**src/hdl/pnc_pkg.sv**
```systemverilog
`timescale 1ns / 1ps

package pnc_pkg;

  // Palette geometry. Entry 0 is not a colour, so entries 1 up to the last
  // usable index take part; an index is 8 bits wide, which caps that at 255.
  localparam int PALETTE_SIZE = 256;
  localparam int IDX_W        = 8;
  localparam int COLOR_W      = 8;
  localparam int LAST_USABLE  = (PALETTE_SIZE - 1 > 255) ? 255 : PALETTE_SIZE - 1;
  localparam int NUM_CELLS    = LAST_USABLE;

  // Squared distance over three channels: 3 * 255^2 fits in 18 bits.
  localparam int SQ_W   = 2 * COLOR_W;
  localparam int DIST_W = SQ_W + 2;

  localparam logic [COLOR_W-1:0] WHITE_LEVEL        = '1;
  localparam logic [IDX_W-1:0]   SEARCH_START_INDEX = IDX_W'(7);

  // Operation codes carried in the input tuser field.
  typedef enum logic [1:0] {
    OP_WRITE  = 2'd0,
    OP_SEARCH = 2'd1,
    OP_READ   = 2'd2
  } op_t;

  // One colour value.
  typedef struct packed {
    logic [COLOR_W-1:0] red;
    logic [COLOR_W-1:0] green;
    logic [COLOR_W-1:0] blue;
  } rgb_t;

  // Token that walks the cell chain for a search or a read.
  typedef struct packed {
    logic              valid;
    logic              search;
    logic [IDX_W-1:0]  req_idx;
    rgb_t              query;
    logic              have;
    logic [DIST_W-1:0] best_dist;
    logic [IDX_W-1:0]  best_idx;
    rgb_t              best_rgb;
  } tok_t;

  // Palette write broadcast to every cell.
  typedef struct packed {
    logic             en;
    logic [IDX_W-1:0] idx;
    rgb_t             rgb;
  } wr_t;

  // Squared absolute difference of two colour components.
  function automatic logic [SQ_W-1:0] sq_diff(input logic [COLOR_W-1:0] a,
                                              input logic [COLOR_W-1:0] b);
    logic [COLOR_W-1:0] d;
    d = (a > b) ? (a - b) : (b - a);
    return SQ_W'(d) * SQ_W'(d);
  endfunction

endpackage

```
**src/hdl/pnc_cell.sv**
```systemverilog
`timescale 1ns / 1ps

module pnc_cell (
  input  logic                      clk,
  input  logic                      rst_n,
  input  logic                      adv,
  input  logic [pnc_pkg::IDX_W-1:0] cell_idx,
  input  pnc_pkg::wr_t              wr,
  input  pnc_pkg::tok_t             tok_in,
  output pnc_pkg::tok_t             tok_out
);

  pnc_pkg::rgb_t                entry_r;
  pnc_pkg::tok_t                tok_r;
  pnc_pkg::tok_t                tok_nxt;
  logic [pnc_pkg::DIST_W-1:0]   entry_dist;

  // Palette entry held by this cell; loaded when the write index matches.
  always_ff @(posedge clk) begin
    if (wr.en && (wr.idx == cell_idx)) begin
      entry_r <= wr.rgb;
    end
  end

  // Squared RGB distance between this entry and the query colour.
  assign entry_dist = pnc_pkg::DIST_W'(pnc_pkg::sq_diff(entry_r.red,   tok_in.query.red))
                    + pnc_pkg::DIST_W'(pnc_pkg::sq_diff(entry_r.green, tok_in.query.green))
                    + pnc_pkg::DIST_W'(pnc_pkg::sq_diff(entry_r.blue,  tok_in.query.blue));

  // A search takes this entry if it is the first or strictly nearer, which
  // keeps the lowest index on a tie. A read picks up the entry on a match.
  always_comb begin
    tok_nxt = tok_in;
    if (tok_in.search) begin
      if (!tok_in.have || (entry_dist < tok_in.best_dist)) begin
        tok_nxt.have      = 1'b1;
        tok_nxt.best_dist = entry_dist;
        tok_nxt.best_idx  = cell_idx;
        tok_nxt.best_rgb  = entry_r;
      end
    end else if (tok_in.req_idx == cell_idx) begin
      tok_nxt.best_rgb = entry_r;
    end
  end

  // Hand the token on to the next cell; only the valid flag is reset.
  always_ff @(posedge clk) begin
    if (!rst_n) begin
      tok_r.valid <= 1'b0;
    end else if (adv) begin
      tok_r <= tok_nxt;
    end
  end

  assign tok_out = tok_r;

endmodule

```
**config.mk**
```make
export PLATFORM = sky130hd
export DESIGN_NAME = pnc_cell
export DESIGN_NICKNAME = d
export VERILOG_FILES = /design/src/hdl/pnc_pkg.sv /design/src/hdl/pnc_cell.sv
export SDC_FILE = /design/constraint.sdc
export NUM_CORES = 1
export LEC_CHECK = 0
export BUFFER_PORTS_ARGS = -buffer_cell sky130_fd_sc_hd__buf_2
export CORE_ASPECT_RATIO = 0.5
export CORE_MARGIN = 2
export CORE_UTILIZATION = 55
export DETAILED_ROUTE_END_ITERATION = 8
export PLACE_DENSITY = 0.91
export SLEW_MARGIN = 20
export SYNTH_ARGS = -nofsm -noshare
export SYNTH_HDL_FRONTEND = slang
export SYNTH_SLANG_ARGS = --single-unit
```
**constraint.sdc**
```tcl
create_clock -name clk -period 18.2 [get_ports clk]
set_clock_uncertainty 0.1 [all_clocks]
set_input_delay 2.73 -clock clk [delete_from_list [all_inputs] [get_ports clk]]
set_output_delay 2.73 -clock clk [all_outputs]
set_load 0.03 [all_outputs]
```
==> flow_summary.toml <==
[grt]
overflow = 0
antenna_found_initial = 0
grt_pass1_wl_um = 43660
grt_use_total_pct = 24.30
grt_max_degree = 85
grt_pass1_vias = 9129

[worst_setup_path]
worstPathMaxFanout = 28
cp_common_cell = "fa_1"
slowest_stage = "xnor2_1"
reg2reg_depth = 36
r2r_start = "entry_r[16]$_DFFE_PP_"
rr_endpoint = "tok_out[16]$_DFFE_PP_"
critPathMaxStageDelay_ps = 890
critPathKind = "input pin to flop"
cp-end-kind = "flop"
cp.buffers_inverters = 7
arrival_ps = 13690
required_ps = 18230
rrSetupSlack_ps = 6510
crit_path_start_kind = "input pin"
critPathTopFamily = "adder cells"

[detailed_routing]
firstDrtPassIters = 5
drt_iter0_drc = 620
drc_errors = 0
wl_per_cell_um = 16.69
ant_nets = 0
num_vias = 8660
drt_wl_total_um = 27300
avgViaCountPerCell = 5.293

[clock_tree]
htreeDepth = 3
cts_hold_buf = 0
cts_sinks = 109
insertion_delay_ps = 380
post_cts_buffers = 0
cts_inserted_buffers = 9
root_buffer = "clkbuf_16"
cts_tree = "yes"
cts_max_path_buffers = 2
cts.repair.resized = 0
clk_pin_slew_ps = 70

[die]
dieWidth_um = 213.3
die-height_um = 108.6
initial_core_util_pct = 55.80
coreArea_mm2 = 0.02159
boundaryPins = 214
row_count = 38
die-area_mm2 = 0.02317

[min_path]
worstHoldStart = "tok_out[84]$_SDFFE_PN0P_"
hold_end = "tok_out[84]$_SDFFE_PN0P_"
hold_class = "flop to flop"
min_path_cells = 2

[finish]
syn2layout_area_growth_pct = 14.29
drive_above_1_share_pct = 23.05
fin_util_pct = 63.78
diodes = 0
finalNetCount = 1739
n_fill_cell = 1673

[synth]
syn_area_per_cell_um2 = 10.76
synth_seq_cells = 109
synth_top_area_share_pct = 26.92
ys_top_cells_by_count = "inv_1 (267), ha_1 (141), fa_1 (138)"
synthesis.nets = 1527
yosys-top-cells-area = "edfxtp_1 (27%), fa_1 (23%), ha_1 (15%), inv_1 (8.3%), mux2_2 (2.8%)"
synth_most_common_cell = "inv_1"
synth_ff_type = "edfxtp_1"
yosysTopAreaCell = "edfxtp_1"
yosysSeqAreaShare_pct = 27.09
yosysUniqueCellTypes = 62
mappedNetlistArea_mm2 = 0.01205
ys_warn_count = 0
syn_inst = 1119
async_flop_share_pct = 0
synth_edf_count = 108

[place]
dpl.hpwl_um = 22540
port_buffers = 213
gp_congestion = 0.9207

[sta]
hold_viol = 0
fin_crit_sh_pct = 75.10
finalMaxSlewViolations = 0
tns_ps = 0
finalCriticalPeriod_ps = 13670
setup_viol = 0
maxSlewHeadroom_pct = 24.83
rsz0062_at_grt = "no"
worstMarginPinSlew_ps = 1120
fmax_mhz = 73.16
hold_slack_ps = 431.6

[run]
maxCapViolCount = 0

[status]
status = "finished, final reports clean"
[worst max-delay path by stage]
stage | slack [ps] | cells after the start | end | from
final | 4530 | 36 | tok_out[16]$_DFFE_PP_ | tok_in[67]
after global placement | 4720 | 35 | tok_out[21]$_DFFE_PP_ | tok_in[67]
after detailed placement | 4270 | 36 | tok_out[16]$_DFFE_PP_ | tok_in[67]
after floorplan | 6050 | 35 | tok_out[10]$_DFFE_PP_ | tok_in[67]
after global routing | 3920 | 36 | tok_out[19]$_DFFE_PP_ | tok_in[67]
after CTS | 4610 | 36 | tok_out[19]$_DFFE_PP_ | tok_in[67]
[final cells by class]
cell class / instances / area (um2) / area share, %
multi-input combinational: 722 / 7669 / 55.70
clock inverter: 4 / 55.05 / 0.3999
clock buffer: 12 / 256.5 / 1.863
sequential: 109 / 3263 / 23.70
tap: 300 / 375.4 / 2.727
timing repair buffer: 220 / 1139 / 8.270
inverter: 269 / 1010 / 7.334
[kinds of logic after synthesis]
group,after synthesis,synth area share (%)
adder cells (fa/ha/maj),279,37.58
AO/OA/AOI/OAI,141,7.728
XOR/XNOR,52,3.843
flip-flops,109,27.09
buffers and inverters,288,9.359
multiplexers,70,7.178
AND/OR/NAND/NOR,180,7.219
[sequential cells by signal, summed over array words and instances, names as in the netlist]
| register | cells |
|---|---|
| entry_r | 24 |
| tok_out | 85 |
[per-stage QoR]
stage | cells | instance area [um2] | setup WS [ps]
2_1_floorplan | 1119 | 12050 | 6047
3_3_place_gp | 1619 | 13430 | 4718
3_5_place_dp | 1619 | 13430 | 4270
4_1_cts | 1635 | 13740 | 4613
5_1_grt | 1636 | 13770 | 3919
6_report | 1636 | 13770 | 4532
[worst register-to-register path, delay by kind of cell, from the launching register on]
kind,cells,cell delay [ps]
fa+ha+maj,11,4790
flops,1,420
xor+xnor,2,1070
compound gates,11,3020
mux,2,560
simple gates,3,830
buf+inv,7,680
[metal layers]
metal | vias to the layer above | global-route usage [%] | wire (um)
li1 | 4034 | - | -
met4 | 0 | 7.738 | 579
met3 | 49 | 3.946 | 1791
met1 | 4276 | 32.28 | 11510
met2 | 301 | 41.30 | 13420
met5 | - | 0 | 0
[cells in the final DEF (no fill, tap or decap), types with 9 or more instances in the layout]
cell / instances
a21o_1: 14
a21oi_1: 48
buf_2: 213
clkbuf_16: 9
edfxtp_1: 108
fa_1: 138
ha_1: 141
inv_1: 267
mux2_2: 30
mux2_4: 20
mux2i_1: 17
nand2_1: 36
nand2b_1: 13
nor2_1: 68
nor2b_1: 11
o21ai_0: 25
o21bai_1: 10
xnor2_1: 34
xor2_1: 17
Power is left out: the tool's default activity adds up to more than one toggle a clock period on the data nets, which glitch-free logic cannot reach.
